<file path="config.mk">
export PLATFORM = sky130hd
export DESIGN_NAME = prp_ctrl
export DESIGN_NICKNAME = d
export VERILOG_FILES = /design/src/rtl/prp_pkg.sv /design/src/rtl/prp_ctrl.sv
export SDC_FILE = /design/constraint.sdc
export NUM_CORES = 1
export LEC_CHECK = 0
export ABC_AREA = 1
export BUFFER_PORTS_ARGS = -buffer_cell sky130_fd_sc_hd__buf_2
export CORE_AREA = 2 2 39 41
export DETAILED_ROUTE_END_ITERATION = 8
export DIE_AREA = 0 0 41 43
export GPL_TIMING_DRIVEN = 0
export HOLD_SLACK_MARGIN = 0.03
export PLACE_DENSITY_LB_ADDON = 0.2
export SKIP_LAST_GASP = 1
export SLEW_MARGIN = 20
export SYNTH_ARGS = -nofsm -noshare
export SYNTH_HDL_FRONTEND = slang
export SYNTH_SLANG_ARGS = --single-unit
</file>
<file path="constraint.sdc">
create_clock -name clk_i -period 1.4 [get_ports clk_i]
set_clock_uncertainty 0.15 [all_clocks]
set_input_delay 0 -clock clk_i [delete_from_list [all_inputs] [get_ports clk_i]]
set_output_delay 0 -clock clk_i [all_outputs]
set_load 0.02 [all_outputs]
</file>
<file path="src/rtl/prp_pkg.sv">
package prp_pkg;

  localparam int PAT_LEN     = 16;
  localparam int IDX_W       = 4;
  localparam int LEN_W       = 5;
  localparam int VAL_W       = 48;
  localparam int MAX_PREDICT = 64;
  localparam int CNT_W       = 7;
  localparam int STRIDE_W    = 16;
  localparam int RPT_W       = 16;
  localparam int STEP_W      = 22;
  localparam int SEQ_W       = 6;
  localparam int OP_W        = 2;
  localparam int ADDR_W      = 6;
  localparam int DATA_W      = 64;
  localparam int REG_IDX_W   = 3;
  localparam int IN_DATA_W   = 80;
  localparam int OUT_DATA_W  = 96;

  localparam logic [OP_W-1:0] OP_LOAD_OFF = 2'd0;
  localparam logic [OP_W-1:0] OP_LOAD_LEN = 2'd1;
  localparam logic [OP_W-1:0] OP_PREDICT  = 2'd2;

  localparam logic [REG_IDX_W-1:0] REG_OFFSET_BASE   = 3'd0;
  localparam logic [REG_IDX_W-1:0] REG_OFFSET_REPEAT = 3'd1;
  localparam logic [REG_IDX_W-1:0] REG_OFFSET_SEQLEN = 3'd2;
  localparam logic [REG_IDX_W-1:0] REG_LENGTH_BASE   = 3'd3;
  localparam logic [REG_IDX_W-1:0] REG_LENGTH_REPEAT = 3'd4;
  localparam logic [REG_IDX_W-1:0] REG_LENGTH_SEQLEN = 3'd5;

  typedef enum logic [2:0] {
    PH_IDLE,
    PH_SUM,
    PH_MUL,
    PH_DIV,
    PH_REM,
    PH_FIN,
    PH_EMIT
  } prp_phase_e;

  typedef struct packed {
    logic [VAL_W-1:0] offset_base;
    logic [RPT_W-1:0] offset_repeat_count;
    logic [LEN_W-1:0] offset_seq_len;
    logic [VAL_W-1:0] length_base;
    logic [RPT_W-1:0] length_repeat_count;
    logic [LEN_W-1:0] length_seq_len;
  } prp_cfg_t;

  typedef struct packed {
    prp_phase_e phase;
  } prp_cmd_t;

  typedef struct packed {
    logic single;
    logic done;
  } prp_status_t;

endpackage

</file>
<file path="src/rtl/prp_ctrl.sv">
module prp_ctrl
  import prp_pkg::*;
(
  input  logic            clk_i,
  input  logic            rst_ni,
  input  logic            in_valid_i,
  input  logic [OP_W-1:0] in_op_i,
  input  prp_status_t     status_i,
  output logic            in_ready_o,
  output prp_cmd_t        cmd_o
);

  typedef enum logic [2:0] {
    S_IDLE,
    S_SUM,
    S_MUL,
    S_DIV,
    S_REM,
    S_FIN,
    S_EMIT
  } state_e;

  state_e     state_q;
  logic       ready_q;
  prp_phase_e phase_q;

  assign in_ready_o   = ready_q;
  assign cmd_o.phase  = phase_q;

  always_ff @(posedge clk_i or negedge rst_ni) begin
    if (!rst_ni) begin
      state_q <= S_IDLE;
      ready_q <= 1'b1;
      phase_q <= PH_IDLE;
    end else begin
      case (state_q)
        S_IDLE: begin
          if (in_valid_i && ready_q && in_op_i == OP_PREDICT) begin
            ready_q <= 1'b0;
            if (status_i.single) begin
              state_q <= S_MUL;
              phase_q <= PH_MUL;
            end else begin
              state_q <= S_SUM;
              phase_q <= PH_SUM;
            end
          end
        end
        S_SUM: begin
          if (status_i.done) begin
            state_q <= S_MUL;
            phase_q <= PH_MUL;
          end
        end
        S_MUL: begin
          if (status_i.done) begin
            if (status_i.single) begin
              state_q <= S_EMIT;
              phase_q <= PH_EMIT;
            end else begin
              state_q <= S_DIV;
              phase_q <= PH_DIV;
            end
          end
        end
        S_DIV: begin
          if (status_i.done) begin
            state_q <= S_REM;
            phase_q <= PH_REM;
          end
        end
        S_REM: begin
          if (status_i.done) begin
            state_q <= S_FIN;
            phase_q <= PH_FIN;
          end
        end
        S_FIN: begin
          state_q <= S_EMIT;
          phase_q <= PH_EMIT;
        end
        S_EMIT: begin
          if (status_i.done) begin
            state_q <= S_IDLE;
            phase_q <= PH_IDLE;
            ready_q <= 1'b1;
          end
        end
        default: begin
          state_q <= S_IDLE;
          phase_q <= PH_IDLE;
          ready_q <= 1'b1;
        end
      endcase
    end
  end

endmodule

</file>
* Yosys cells after proc, flatten, opt, wreduce, memory -nomap -nowiden
Cells that the tools add are included.
Operators by class: add/subtract/negate cells 0, $mul 0, divide/modulo/power cells 0, $lt $le $gt $ge 0, equality and inequality tests 13, shift operators 0, multiplexer cells 12, bitwise gates (word level) 1, reductions and logical operators 6
Operators with widths (count):
- $mux W3 | 7
- $pmux W3 S7 | 1
- $ne A2 B2 Y1 const B | 6
- $eq A3 B3 Y1 const B | 3
- $eq A3 B2 Y1 const B | 2
- $reduce_and A6 Y1 | 1
- $reduce_or A5 Y1 | 1
- $eq A3 B1 Y1 const B | 1
- $logic_not A3 Y1 | 1
- $pmux W1 S3 | 1
- $reduce_and A3 Y1 | 1
- $eq A2 B2 Y1 const B | 1
- $logic_and A1 B1 Y1 | 2
- $mux W1 | 2
- $mux W2 | 1
- $not A1 Y1 | 1
Storage, ports and cells: register bits 4, bits in latches 0, memory bits (writable) 0, ROM bits 0, input port bits 7, output and inout port bits 4, word-level logic and storage cells 34, memories 0

* Depth between registers and ports, before layout
word-level depth 4, gate-level depth with buffers 7, mapped depth without buffers 7

* Worst setup path before layout
Ideal clock, no wire load.
path kind flip-flop to flip-flop, from reg ready_q (netlist: in_ready_o), to reg phase_q[1] (netlist: cmd_o[1]), setup time 0.067 ns, data arrival time 1.061 ns, data required time 1.183 ns, slack 0.123 ns, cell stages (with the launch flop) 7, path buffers 0, clock period less this slack 1.277 ns, path through dfstp_2 > nand2_1 > nor2_1 > nor2_1 > nor2_2 > nand3_1 > nand2_1
On the way: word-level cells in the longest chain between the ends 4
Ends and longest elaborated chain:
- from (decl) | line prp_ctrl.sv:24 | logic ready_q;
- from (signal assigned) | line prp_ctrl.sv:33 | ready_q <= 1'b1;
- from (signal assigned) | line prp_ctrl.sv:39 | ready_q <= 1'b0;
- from (signal assigned) | line prp_ctrl.sv:86 | ready_q <= 1'b1;
- $logic_and A1 B1 Y1 (2 in series) | line prp_ctrl.sv:38 | if (in_valid_i && ready_q && in_op_i == OP_PREDICT) begin
- $ne A2 B2 Y1 (no line)
- $reduce_and A6 Y1 (no line)
- to (signal assigned) | line prp_ctrl.sv:34 | phase_q <= PH_IDLE;
- to (signal assigned) | line prp_ctrl.sv:42 | phase_q <= PH_MUL;
- to (signal assigned) | line prp_ctrl.sv:45 | phase_q <= PH_SUM;
- to (decl) | line prp_ctrl.sv:25 | prp_phase_e phase_q;
No other way between the ends. A chain may end at the register's enable or synchronous reset.

==> run metrics <==
Max IR drop VDD=roughly 700 uV; IO Pins=11; Setup crit end kind=register; combinational share of power=53.7%; largest area contributor in the netlist=sky130_fd_sc_hd__dfrtp_1; number of diodes=0; clock group share of total power=17.1%; global placement routability congestion=0.796; number of H-tree levels=1; Area after DPL=400 sq um; Min-Delay Path Depth=6; clock period minus worst slack=1280 ps; Period Utilization, post-route=91.8%; number of sinks driven by the clock tree=4; clock-pin slew of the registers on the worst-case setup and hold paths=40 ps; worst-case setup slack after placement=112 ps; count of routing violations after the opening detailed-route iteration=8; result of the run=complete, no violations; Slew Limit Fails=0; distinct cell type count of the synthesized netlist=15; maximum clock insertion buffer count=2; largest driver fanout on the critical path=8; mean cell area of the mapped netlist=~6.1 sq um; switching share of total power=49.1%; power share of the sequential group=29.1%; DR WL/cell=8.44 um; most common library cell in the layout ignoring fill and taps=sky130_fd_sc_hd__nand2_1; internal power=462 uW; clock root buffer master=sky130_fd_sc_hd__clkbuf_4; final setup vio count=0; Die ar.=roughly 0.0018 sq mm; overflow left after global routing=0; Gates resized, CTS repair=0; number of warnings issued by yosys=0; power per cell area=1950 mW/mm^2; initial antenna violation count=0; iteration count of the initial detailed-routing pass=3; number of max-cap violations=0; fraction of layout cells with a size suffix above 1=between 20% and 30%; worst min path class=in2reg; number of nets in the final layout=80; Worst Slack Setup Final=115 ps; latest clock arrival within the worst-skew pair=between 200 and 250 ps; number of cells on the worst reg-to-reg path=6; synthesized cell area=330 sq um; flip-flop and latch count after synthesis=4; count of mapped cells out of synthesis=54; highest-count cells in the layout ignoring fill and taps=15 x sky130_fd_sc_hd__nand2_1, 10 x sky130_fd_sc_hd__buf_2, 9 x sky130_fd_sc_hd__inv_1; highest attainable clock frequency=roughly 780 MHz; final number of hold-violating endpoints=0; layout-stage area growth over the synthesis result=41.3%; static leakage=0.265 nW; CP Class=reg2reg; tightest hold margin=39.6 ps; Port Buffers=10; number of placement rows=14; worst path required time=approximately 1400 ps; number of buffers added by the clock tree synthesis step=3; post-route setup TNS=0 ps; number of vias after detailed routing=371; Pwr Total=908 uW; critical path launch point type=register; number of global-route vias before repair=330; pin count of the biggest net entering global routing=9; actual transition at the worst max-transition pin=between 200 and 300 ps; worst slew slack as a fraction of its limit=between 80% and 90%; NetSw=around 450 uW; first-pass GRT wire length=1190 um; fill count=about 160; starting utilization of the core area=between 20% and 30%; arrival time of data at the critical path endpoint=1250 ps; total half-perimeter wirelength after legalization and detailed placement=580 um; clock tree from TritonCTS=built; detailed-route DRC error count=0; post-route antenna net violation count=0; post-synth top area share=22.7%; WL final=~740 um; Post-Syn Nets=61; drt via density=4.22; chip height=43 um; total routing resource utilization after global routing=9.78%; core region area=between 0.001 and 0.0015 sq mm; horizontal die dimension=41 um; post-route cell area=~470 sq um; setup repair after global routing missed its margin=false; biggest area contributors in the synthesized netlist=sky130_fd_sc_hd__dfrtp_1 23%, sky130_fd_sc_hd__nand2_1 17%, sky130_fd_sc_hd__inv_1 10%; post-synthesis sequential area ratio=30.7%
cell usage after synthesis, drive strengths merged:
| master | n |
|---|---|
| dfrtp | 3 |
| o31ai | 1 |
| dfstp | 1 |
| nand4 | 1 |
| o211ai | 1 |
| o21ai | 4 |
| inv | 11 |
| nand2 | 17 |
| nor3 | 1 |
| nor2 | 8 |
| nand3 | 6 |
sequential cells by signal, summed over array words and instances (netlist names):
register,count
in_ready_o,1
cmd_o,3
power groups by stage:
stage / registers [mW] / clock network, mW / logic [mW]
2_1_floorplan: 0.314 / 0 / 0.299
4_1_cts: 0.264 / 0.164 / 0.492
5_1_grt: 0.277 / 0.175 / 0.557
3_5_place_dp: 0.265 / 0 / 0.483
6_report: 0.265 / 0.155 / 0.488
3_3_place_gp: 0.266 / 0 / 0.484
cell type report:
cell class / count / area, sq um / area share [%]
Timing Repair Buffer: 14 / 90.1 / 19.3
Inverter: 11 / 41.3 / 8.85
Clock buffer: 4 / 26.3 / 5.63
Multi-Input combinational cell: 39 / 188 / 40.2
Tap cell: 16 / 20.0 / 4.29
Sequential cell: 4 / 101 / 21.7
path summary, 6_finish.rpt:
path                            startpoint          to  slack, ps
worst max-delay path              cmd_o[1]    cmd_o[1]        120
worst min-delay path            in_op_i[0]    cmd_o[0]         40
max in group asynchronous           rst_ni    cmd_o[0]        450
min in group asynchronous           rst_ni  in_ready_o        100
worst max register to register    cmd_o[1]    cmd_o[1]        120
worst min register to register  in_ready_o  in_ready_o        330
logic make-up after synthesis:
logic type      count (synthesis)  share of synthesized area, %
compound gates                  6                          10.6
simple gates                   33                          46.2
buf+inv                        11                          12.5
flops                           4                          30.7
layer usage:
metal	global-route usage (%)	part of all wire, %
met1	13.0	48
met2	14.1	49
met3	1.57	2.4
met4	6.00	0
met5	0	0
worst max-delay path: stages, from the launching register on:
cell and delay (ps):
sky130_fd_sc_hd__dfrtp_1 450, sky130_fd_sc_hd__nor2_1 160, sky130_fd_sc_hd__nand2_2 90, sky130_fd_sc_hd__nor2_1 130
sky130_fd_sc_hd__nor2_2 60, sky130_fd_sc_hd__nand3_1 70, sky130_fd_sc_hd__nand2_1 50
timing repair:
item | in CTS | in global routing
hold buffers | 4 | 0
buffers inserted | 0 | 0
hold endpoints to repair | 6 | 0
stage by stage:
stage	util, %	cells
floorplan	-	54
global placement	28.9	80
detailed placement	28.9	80
CTS	33.7	88
global route	33.7	88
finish	33.7	88
No activity file was read; power rests on OpenSTA's default activity.
