===== config.mk =====
export PLATFORM = sky130hd
export DESIGN_NAME = prp_regs
export DESIGN_NICKNAME = d
export VERILOG_FILES = /design/src/rtl/prp_pkg.sv /design/src/rtl/prp_regs.sv
export SDC_FILE = /design/constraint.sdc
export NUM_CORES = 1
export LEC_CHECK = 0
export ABC_AREA = 1
export BUFFER_PORTS_ARGS = -buffer_cell sky130_fd_sc_hd__buf_2
export CORE_ASPECT_RATIO = 1.2
export CORE_UTILIZATION = 52
export CTS_CLUSTER_SIZE = 16
export DETAILED_ROUTE_END_ITERATION = 10
export GPL_TIMING_DRIVEN = 0
export HOLD_SLACK_MARGIN = 0.08
export PLACE_DENSITY = 0.92
export SYNTH_ARGS = -nofsm -noshare
export SYNTH_HDL_FRONTEND = slang
export SYNTH_SLANG_ARGS = --single-unit
export TNS_END_PERCENT = 100

===== constraint.sdc =====
create_clock -name clk_i -period 3 [get_ports clk_i]
set_clock_uncertainty 0.1 [all_clocks]
set_input_delay 0.3 -clock clk_i [delete_from_list [all_inputs] [get_ports clk_i]]
set_output_delay 0.3 -clock clk_i [all_outputs]
set_load 0.02 [all_outputs]

===== src/rtl/prp_pkg.sv =====
package prp_pkg;

  localparam int PAT_LEN     = 16;
  localparam int IDX_W       = 4;
  localparam int LEN_W       = 5;
  localparam int VAL_W       = 48;
  localparam int MAX_PREDICT = 64;
  localparam int CNT_W       = 7;
  localparam int STRIDE_W    = 16;
  localparam int RPT_W       = 16;
  localparam int STEP_W      = 22;
  localparam int SEQ_W       = 6;
  localparam int OP_W        = 2;
  localparam int ADDR_W      = 6;
  localparam int DATA_W      = 64;
  localparam int REG_IDX_W   = 3;
  localparam int IN_DATA_W   = 80;
  localparam int OUT_DATA_W  = 96;

  localparam logic [OP_W-1:0] OP_LOAD_OFF = 2'd0;
  localparam logic [OP_W-1:0] OP_LOAD_LEN = 2'd1;
  localparam logic [OP_W-1:0] OP_PREDICT  = 2'd2;

  localparam logic [REG_IDX_W-1:0] REG_OFFSET_BASE   = 3'd0;
  localparam logic [REG_IDX_W-1:0] REG_OFFSET_REPEAT = 3'd1;
  localparam logic [REG_IDX_W-1:0] REG_OFFSET_SEQLEN = 3'd2;
  localparam logic [REG_IDX_W-1:0] REG_LENGTH_BASE   = 3'd3;
  localparam logic [REG_IDX_W-1:0] REG_LENGTH_REPEAT = 3'd4;
  localparam logic [REG_IDX_W-1:0] REG_LENGTH_SEQLEN = 3'd5;

  typedef enum logic [2:0] {
    PH_IDLE,
    PH_SUM,
    PH_MUL,
    PH_DIV,
    PH_REM,
    PH_FIN,
    PH_EMIT
  } prp_phase_e;

  typedef struct packed {
    logic [VAL_W-1:0] offset_base;
    logic [RPT_W-1:0] offset_repeat_count;
    logic [LEN_W-1:0] offset_seq_len;
    logic [VAL_W-1:0] length_base;
    logic [RPT_W-1:0] length_repeat_count;
    logic [LEN_W-1:0] length_seq_len;
  } prp_cfg_t;

  typedef struct packed {
    prp_phase_e phase;
  } prp_cmd_t;

  typedef struct packed {
    logic single;
    logic done;
  } prp_status_t;

endpackage


===== src/rtl/prp_regs.sv =====
module prp_regs
  import prp_pkg::*;
(
  input  logic              clk_i,
  input  logic              rst_ni,
  input  logic              psel,
  input  logic              penable,
  input  logic              pwrite,
  input  logic [ADDR_W-1:0] paddr,
  input  logic [DATA_W-1:0] pwdata,
  output logic [DATA_W-1:0] prdata,
  output logic              pready,
  output prp_cfg_t          cfg_o
);

  prp_cfg_t cfg_q;
  logic [REG_IDX_W-1:0] idx;
  logic wr_en;

  assign idx    = paddr[ADDR_W-1:ADDR_W-REG_IDX_W];
  assign wr_en  = psel & penable & pwrite & pready;
  assign pready = 1'b1;
  assign cfg_o  = cfg_q;

  always_ff @(posedge clk_i or negedge rst_ni) begin
    if (!rst_ni) begin
      cfg_q.offset_base         <= '0;
      cfg_q.offset_repeat_count <= '0;
      cfg_q.offset_seq_len      <= '0;
      cfg_q.length_base         <= '0;
      cfg_q.length_repeat_count <= RPT_W'(1);
      cfg_q.length_seq_len      <= '0;
    end else if (wr_en) begin
      case (idx)
        REG_OFFSET_BASE:   cfg_q.offset_base         <= pwdata[VAL_W-1:0];
        REG_OFFSET_REPEAT: cfg_q.offset_repeat_count <= pwdata[RPT_W-1:0];
        REG_OFFSET_SEQLEN: cfg_q.offset_seq_len      <= pwdata[LEN_W-1:0];
        REG_LENGTH_BASE:   cfg_q.length_base         <= pwdata[VAL_W-1:0];
        REG_LENGTH_REPEAT: cfg_q.length_repeat_count <= pwdata[RPT_W-1:0];
        REG_LENGTH_SEQLEN: cfg_q.length_seq_len      <= pwdata[LEN_W-1:0];
        default: ;
      endcase
    end
  end

  always_comb begin
    case (idx)
      REG_OFFSET_BASE:   prdata = DATA_W'(cfg_q.offset_base);
      REG_OFFSET_REPEAT: prdata = DATA_W'(cfg_q.offset_repeat_count);
      REG_OFFSET_SEQLEN: prdata = DATA_W'(cfg_q.offset_seq_len);
      REG_LENGTH_BASE:   prdata = DATA_W'(cfg_q.length_base);
      REG_LENGTH_REPEAT: prdata = DATA_W'(cfg_q.length_repeat_count);
      REG_LENGTH_SEQLEN: prdata = DATA_W'(cfg_q.length_seq_len);
      default:           prdata = '0;
    endcase
  end

endmodule


Yosys cells after proc, flatten, opt, wreduce, memory -nomap -nowiden
Index checks and enable logic that the tools add are counted.
- div/mod/pow operators: 0
- multipliers: 0
- muxes and demuxes: 1
- bitwise gates (word level): 2
- add/subtract/negate cells: 0
- magnitude comparators: 0
- shift-type cells: 0
- equal/unequal tests: 5
- reductions and logical operators: 7
- operators with widths (kind ; number):
    $pmux 48 s6 ; 1
    $reduce_and 2->1 ; 6
    $eq 3x2->1 const B ; 2
    $eq 3x3->1 const B ; 2
    $eq 3x1->1 const B ; 1
    $logic_not 3->1 ; 1
    $and 1x1->1 ; 2
- bits in registers: 138
- bits of input ports: 75
- word-level logic and storage cells: 21
- latch bits: 0
- output and inout port bits: 203
- RAM bits: 0
- memories: 0
- ROM bits: 0

Logic depth before layout (Yosys ltp)
Gate-level depths: netlist of run 1.
- word-level depth: 3
- depth in mapped cells: 8
- gate-level depth less buffers: 5

Worst setup path after synthesis of run 1
No wires, ideal clock.
- path type: input port to output port
- start: input port paddr[5]
- end: output port prdata[16]
- path buffers: 4
- arrival: 1.375 ns
- data required time: 2.600 ns
- cell stages on the path: 7
- path slack: 1.225 ns
- cell sequence: buf_4 -> inv_2 -> buf_4 -> nand2_4 -> buf_6 -> buf_2 -> o22ai_1
- longest elaborated chain between the ends: 2
- elaborated cells between the ends (all ways): 7
- those cells by class: eq/ne: 5; mux: 1; reduce/logical: 1
- RTL lines (element ; line ; source):
    start: declaration ; prp_regs.sv:9 ; input logic [ADDR_W-1:0] paddr,
    $eq 3x3->1, or another cell as far along ; prp_regs.sv:47 ; case (idx)
    $pmux 48 s6 * ; prp_regs.sv:47 ;
    end: declaration ; prp_regs.sv:11 ; output logic [DATA_W-1:0] prdata,
Mark *: on every way between the ends. The rest lies on a longest branch, timed or not.

Worst setup path after layout of run 1
- start: input port paddr[5]
- end: output port prdata[33]
Same word-level chain as after synthesis.

==> results of run 1 <==
## power by group through the flow
stage	Combinational [W]	Sequential (W)	Clock [W]
after floorplan	0.000592	0.00300	0
after global placement	0.00175	0.00255	0
after global routing	0.00203	0.00259	0.00232
final	0.00190	0.00255	0.00224
after detailed placement	0.00181	0.00255	0
after CTS	0.00187	0.00253	0.00225
## Yosys cell counts
cell | instances | area (µm²)
o21ai_1 | 12 | 60.1
o21ai_0 | 115 | 576
dfrtp_1 | 137 | 3430
nor2_1 | 10 | 37.5
nand3_4 | 1 | 17.5
dfstp_2 | 1 | 26.3
nor3_2 | 1 | 10.0
nand2_1 | 228 | 856
inv_1 | 77 | 289
buf_1 | 4 | 15.0
nand3_1 | 44 | 220
nand2_4 | 1 | 11.3
nand2_2 | 2 | 12.5
nand3_2 | 1 | 10.0
buf_6 | 2 | 22.5
nand4_1 | 36 | 225
buf_2 | 19 | 95.1
conb_1 | 2 | 7.51
o22ai_1 | 32 | 200
buf_4 | 32 | 240
clkbuf_1 | 15 | 56.3
nor2_4 | 1 | 11.3
a21oi_1 | 3 | 15.0
inv_2 | 1 | 3.75
nor2_8 | 2 | 40.0
nor3_4 | 1 | 16.3
## worst min-delay path, delay by kind of cell
family	cells	cell delay, ps
and+or+nand+nor	2	120
buffers and inverters	1	140
## worst min path at each step
stage	from	endpoint	slack [ps]	depth (start not counted)
finish	pwdata[15]	cfg_o[36]	90	3
global route	pwdata[15]	cfg_o[36]	100	3
CTS	pwdata[15]	cfg_o[36]	80	3
detailed placement	rst_ni	cfg_o[86]	190	1
global placement	cfg_o[5]	cfg_o[5]	380	2
floorplan	rst_ni	cfg_o[0]	-100	0
## final cells by class
cell class / instances / area share, %
Sequential cell: 138 / 38.0
Tap cell: 161 / 2.22
Buffer: 72 / 4.72
Timing Repair Buffer: 286 / 18.7
Inverter: 78 / 3.22
Clock inverter: 13 / 2.23
Clock buffer: 17 / 4.68
Multi-Input combinational cell: 507 / 26.2
## cells by family after synthesis
logic type	count (synthesis)	share of synthesized area, %
buffers and inverters	150	11.1
other	2	0.115
and+or+nand+nor	328	22.6
DFF	138	53.1
AOI/OAI and AO/OA	162	13.1
## placed cells by master (no fill, tap or decap), drive strengths merged
cell         count
nor2            13
clkinvlp         2
bufinv           5
nand2          231
dfrtp          137
dlygate4sd3     47
clkinv           6
o22ai           32
dfstp            1
buf            296
nand4           36
conb            17
a21oi            3
o21ai          127
nor3             2
clkbuf          32
nand3           46
inv             78
## repair_timing
| item | 4_1_cts | 5_1_grt |
|---|---|---|
| endpoints found under the hold margin | 151 | 0 |
| hold buffers | 47 | 0 |
| resized for setup | 0 | 0 |
| setup endpoints to repair | 0 | 0 |
## metal layers
layer / up-vias / track usage, % / wire length, µm
met5: - / 0 / 0
met4: 0 / 21.8 / 1230
met3: 132 / 8.37 / 2390
met2: 589 / 60.6 / 11400
met1: 3385 / 42.5 / 8080
li1: 3161 / - / -
## stage by stage
step	setup TNS [ps]	worst slack (ps)	area (µm²)	utilization, %
detailed placement	0	805	7990	65.6
floorplan	0	1230	6560	-
global placement	-42610	-322	7950	65.4
global route	0	740	9080	74.7
finish	0	757	9080	74.7
CTS	0	798	9080	74.7
==> flow_summary.ini, run 1 <==
[grt]
grt_pass1_vias = 7173
grt_overflow = 0
grt_max_degree = 84
grt_pass1_wl_um = 36900
antenna_found_initial = 0
grt_usage_pct = 36.3

[placed_design]
hpwl_um = 14900
place_congestion = 0.900
port_buffers = 238
dp_cells = 1195

[detailed_routing]
drt.antenna.violating_nets = 0
routedWlPerCell_um = 18.2
via_per_inst = 5.71
drc = 0
drt-total-wl_um = 23100
drtIter0Drc = 624
first_pass_iters = 6
via_count = 7267

[floorplanning]
design.core.area_um2 = 12200
die_w_um = 104
die_h_um = 124
die_area_um2 = 13000
initial_core_util_pct = 53.4
rows = 44
io-pin-count = 278

[worst_setup_path]
r2r-end = cfg_o[15]
cp_slowest_stage_delay_ps = 560
r2r-start = cfg_o[15]
crit_slowest_cell = clkbuf_1
critPathLaunchType = input pin
startpoint = paddr[5]
path_depth = 7
regToRegSetupSlack_ps = 2080
crit_chain = buf_4 -> inv_2 -> nand3_2 -> buf_2 -> clkbuf_1 -> o22ai_1 -> buf_2
cp.buffers_inverters = 5
crit_end = prdata[33]
critical-path-top-delay-family = buffers and inverters
crit_fanout = 10
crit_arrival_ps = 1840
critPathKind = in -> out
cp.required_ps = 2600
cp-end-kind = output port
worst-r2r-cell-count = 2
cp_common_cell = buf_2

[synthesis]
synthesis.area_um2 = 6500
ys_types = 26
syn_inst = 780
avgSynthCellArea_um2 = 8.34
seq_area_frac_synth_pct = 53.1
ys_warn_count = 0
ys_ff_latch = 138

[finish]
largest_register_ffs = 138
drive_above_1_share_pct = 30.1
fillCellCount = 824
seq_area_um2 = 3450
multiInputGateArea_um2 = 2380
finalNonFillerCells = 1272
area_growth_pct = 39.7
nNetsFinal = 1175
diodes = 0

[timing]
maxSlewHeadroom_pct = 54.7
rsz0062_at_grt = no
slew_violations = 0
post-route-period-util_pct = 74.8
worst_pin_slew_ps = 680
setup_viol = 0
hold_viol_final = 0
fin_crit_ps = 2240
hold_ws_ps = 86.4
fmax_ghz = 0.446

[power]
power.total_w = 0.00669
combPwrFrac_pct = 28.3
cellLeakagePower_nw = 4.95
internal_power_w = 0.00432
clkPwrFrac_pct = 33.5
switching_share_pct = 35.4
powerDensity_nw_per_um2 = 737
vdd_drop_max_uv = 419
netSwitchingPower_w = 0.00237
p_seq_share_pct = 38.2

[clocking]
cts_tree = done
cts_buffers = 17
htreeDepth = 4
cts_setup_buffers = 0
clock-sinks = 138
clkLatencyLatePin_ps = 410
clk_pin_slew_ps = 60
cts-root-buf = clkbuf_16
cts_buffer_depth = 2

[run_status]
status = completed

[worst_hold_path]
hp-class = in -> reg

[flow_run]
max_cap_violations = 0
(Power assumes the default switching activity.)
==> run 2, diff against run 1 <==
CORE_UTILIZATION = 48   (was 52)
PLACE_DENSITY = 0.86   (was 0.92)
clock period = 2.3 ns   (was 3 ns; I/O delays follow)
==> flow_summary.ini, run 2 (same netlist as run 1, synthesis figures left out) <==
[run_status]
status = completed

[finish]
fillCellCount = 1010
multiInputGateArea_um2 = 2380
final_common_cell = buf_2
final_cell_mix = buf_2, nand2_1, dfrtp_1
area_growth_pct = 40.1
nNetsFinal = 1177
largest_register_ffs = 138
finalNonFillerCells = 1283
diodes = 0
seq_area_um2 = 3450
drive_above_1_share_pct = 30.0

[detailed_routing]
drt.antenna.violating_nets = 0
via_count = 7131
first_pass_iters = 8
drc = 0
drt-total-wl_um = 22700
drtIter0Drc = 488
routedWlPerCell_um = 17.7
via_per_inst = 5.56

[floorplanning]
io-pin-count = 278
die_w_um = 108
initial_core_util_pct = 49.1
rows = 46
die_area_um2 = 14000
die_h_um = 130
design.core.area_um2 = 13200

[power]
internal_power_w = 0.00560
clkPwrFrac_pct = 33.5
vdd_drop_max_uv = 560
p_seq_share_pct = 38.2
combPwrFrac_pct = 28.3
powerDensity_nw_per_um2 = 955
netSwitchingPower_w = 0.00310
switching_share_pct = 35.6
cellLeakagePower_nw = 4.96

[worst_setup_path]
cp_common_cell = buf_2
crit_slowest_cell = clkbuf_1
critPathKind = in -> out
critical-path-top-delay-family = buffers and inverters
worst-r2r-cell-count = 2
cp.required_ps = 1970
crit_fanout = 10
cp_slowest_stage_delay_ps = 540
cp.buffers_inverters = 5
cp-end-kind = output port
crit_arrival_ps = 1750
crit_chain = buf_4 -> inv_2 -> nand3_2 -> buf_2 -> clkbuf_1 -> o22ai_1 -> buf_2
regToRegSetupSlack_ps = 1410
path_depth = 7
critPathLaunchType = input pin

[worst_hold_path]
hold_path_depth = 5
hp-class = in -> reg

[timing]
fin_crit_ps = 2080
rsz0062_at_grt = no
setup_viol = 0
worst_pin_slew_ps = 662
fmax_ghz = 0.482
hold_viol_final = 0
post-route-period-util_pct = 90.3
slew_violations = 0
tns_ps = 0
maxSlewHeadroom_pct = 55.9

[clocking]
cts-root-buf = clkbuf_16
clock-sinks = 138
cts_buffers = 17
cts_buffer_depth = 2
clk_pin_slew_ps = 60
cts_resized = 0
cts_hold_buf = 49
htreeDepth = 4
cts_tree = done
clkLatencyLatePin_ps = 410
cts_setup_buffers = 0

[grt]
antenna_found_initial = 0
grt_pass1_vias = 6921
grt_max_degree = 101
grt_pass1_wl_um = 34200
grt_overflow = 0
grt_usage_pct = 32.3

[flow_run]
max_cap_violations = 0

[placed_design]
port_buffers = 238
hpwl_um = 15200
place_congestion = 0.871
dp_cells = 1202
run 2: cell types whose count changed in the layout (fill, tap and decap cells not counted), sizes merged:
cell,change
bufinv,-1
clkbuf,+3
dlygate4sd3,+2
inv,+1
clkinvlp,-1
run 2: worst paths after layout:
check | startpoint | to
max in group asynchronous | rst_ni | cfg_o[109]
worst min register to register | cfg_o[5] | cfg_o[5]
worst max register to register | cfg_o[10] | cfg_o[10]
min in group asynchronous | rst_ni | cfg_o[29]
worst max-delay path | paddr[5] | prdata[37]
worst min-delay path | paddr[4] | cfg_o[74]
run 2: metal layers:
layer,share of wire [%],global-route usage (%),vias to the layer above
li1,-,-,3172
met1,37,37.3,3340
met2,50,55.8,516
met3,9.1,7.60,103
met4,4.0,16.6,0
met5,0,0,-
run 2: power by group through the flow:
stage | Clock, W | Combinational, W | Sequential, W
5_1_grt | 0.00303 | 0.00265 | 0.00336
3_3_place_gp | 0 | 0.00230 | 0.00332
6_report | 0.00291 | 0.00247 | 0.00333
4_1_cts | 0.00291 | 0.00244 | 0.00330
2_1_floorplan | 0 | 0.000772 | 0.00392
3_5_place_dp | 0 | 0.00237 | 0.00332
run 2: layout make-up:
cell class,instances,share of cell area [%]
sequential,138,37.9
multi-input combinational,507,26.1
timing repair buffer,288,18.8
clock buffer,20,5.01
buffer,72,4.71
inverter,78,3.21
tap,168,2.31
clock inverter,12,1.87
run 2: worst reg2reg max path, cell delays in order, from the launching register on:
cell	delay (ps)
dfrtp_1	420
o21ai_0	110
nand2_1	120
run 2: metrics by stage:
step / area [µm²] / power [W] / util, % / hold slack [ps] / setup slack, ps
2_1_floorplan: 6560 / 0.00469 / - / -166 / 665
3_3_place_gp: 7960 / 0.00562 / 60.1 / 351 / -957
3_5_place_dp: 7990 / 0.00568 / 60.4 / 52.6 / 292
4_1_cts: 9110 / 0.00865 / 68.8 / 164 / 277
5_1_grt: 9110 / 0.00904 / 68.8 / 213 / 176
6_report: 9110 / 0.00870 / 68.8 / 171 / 224
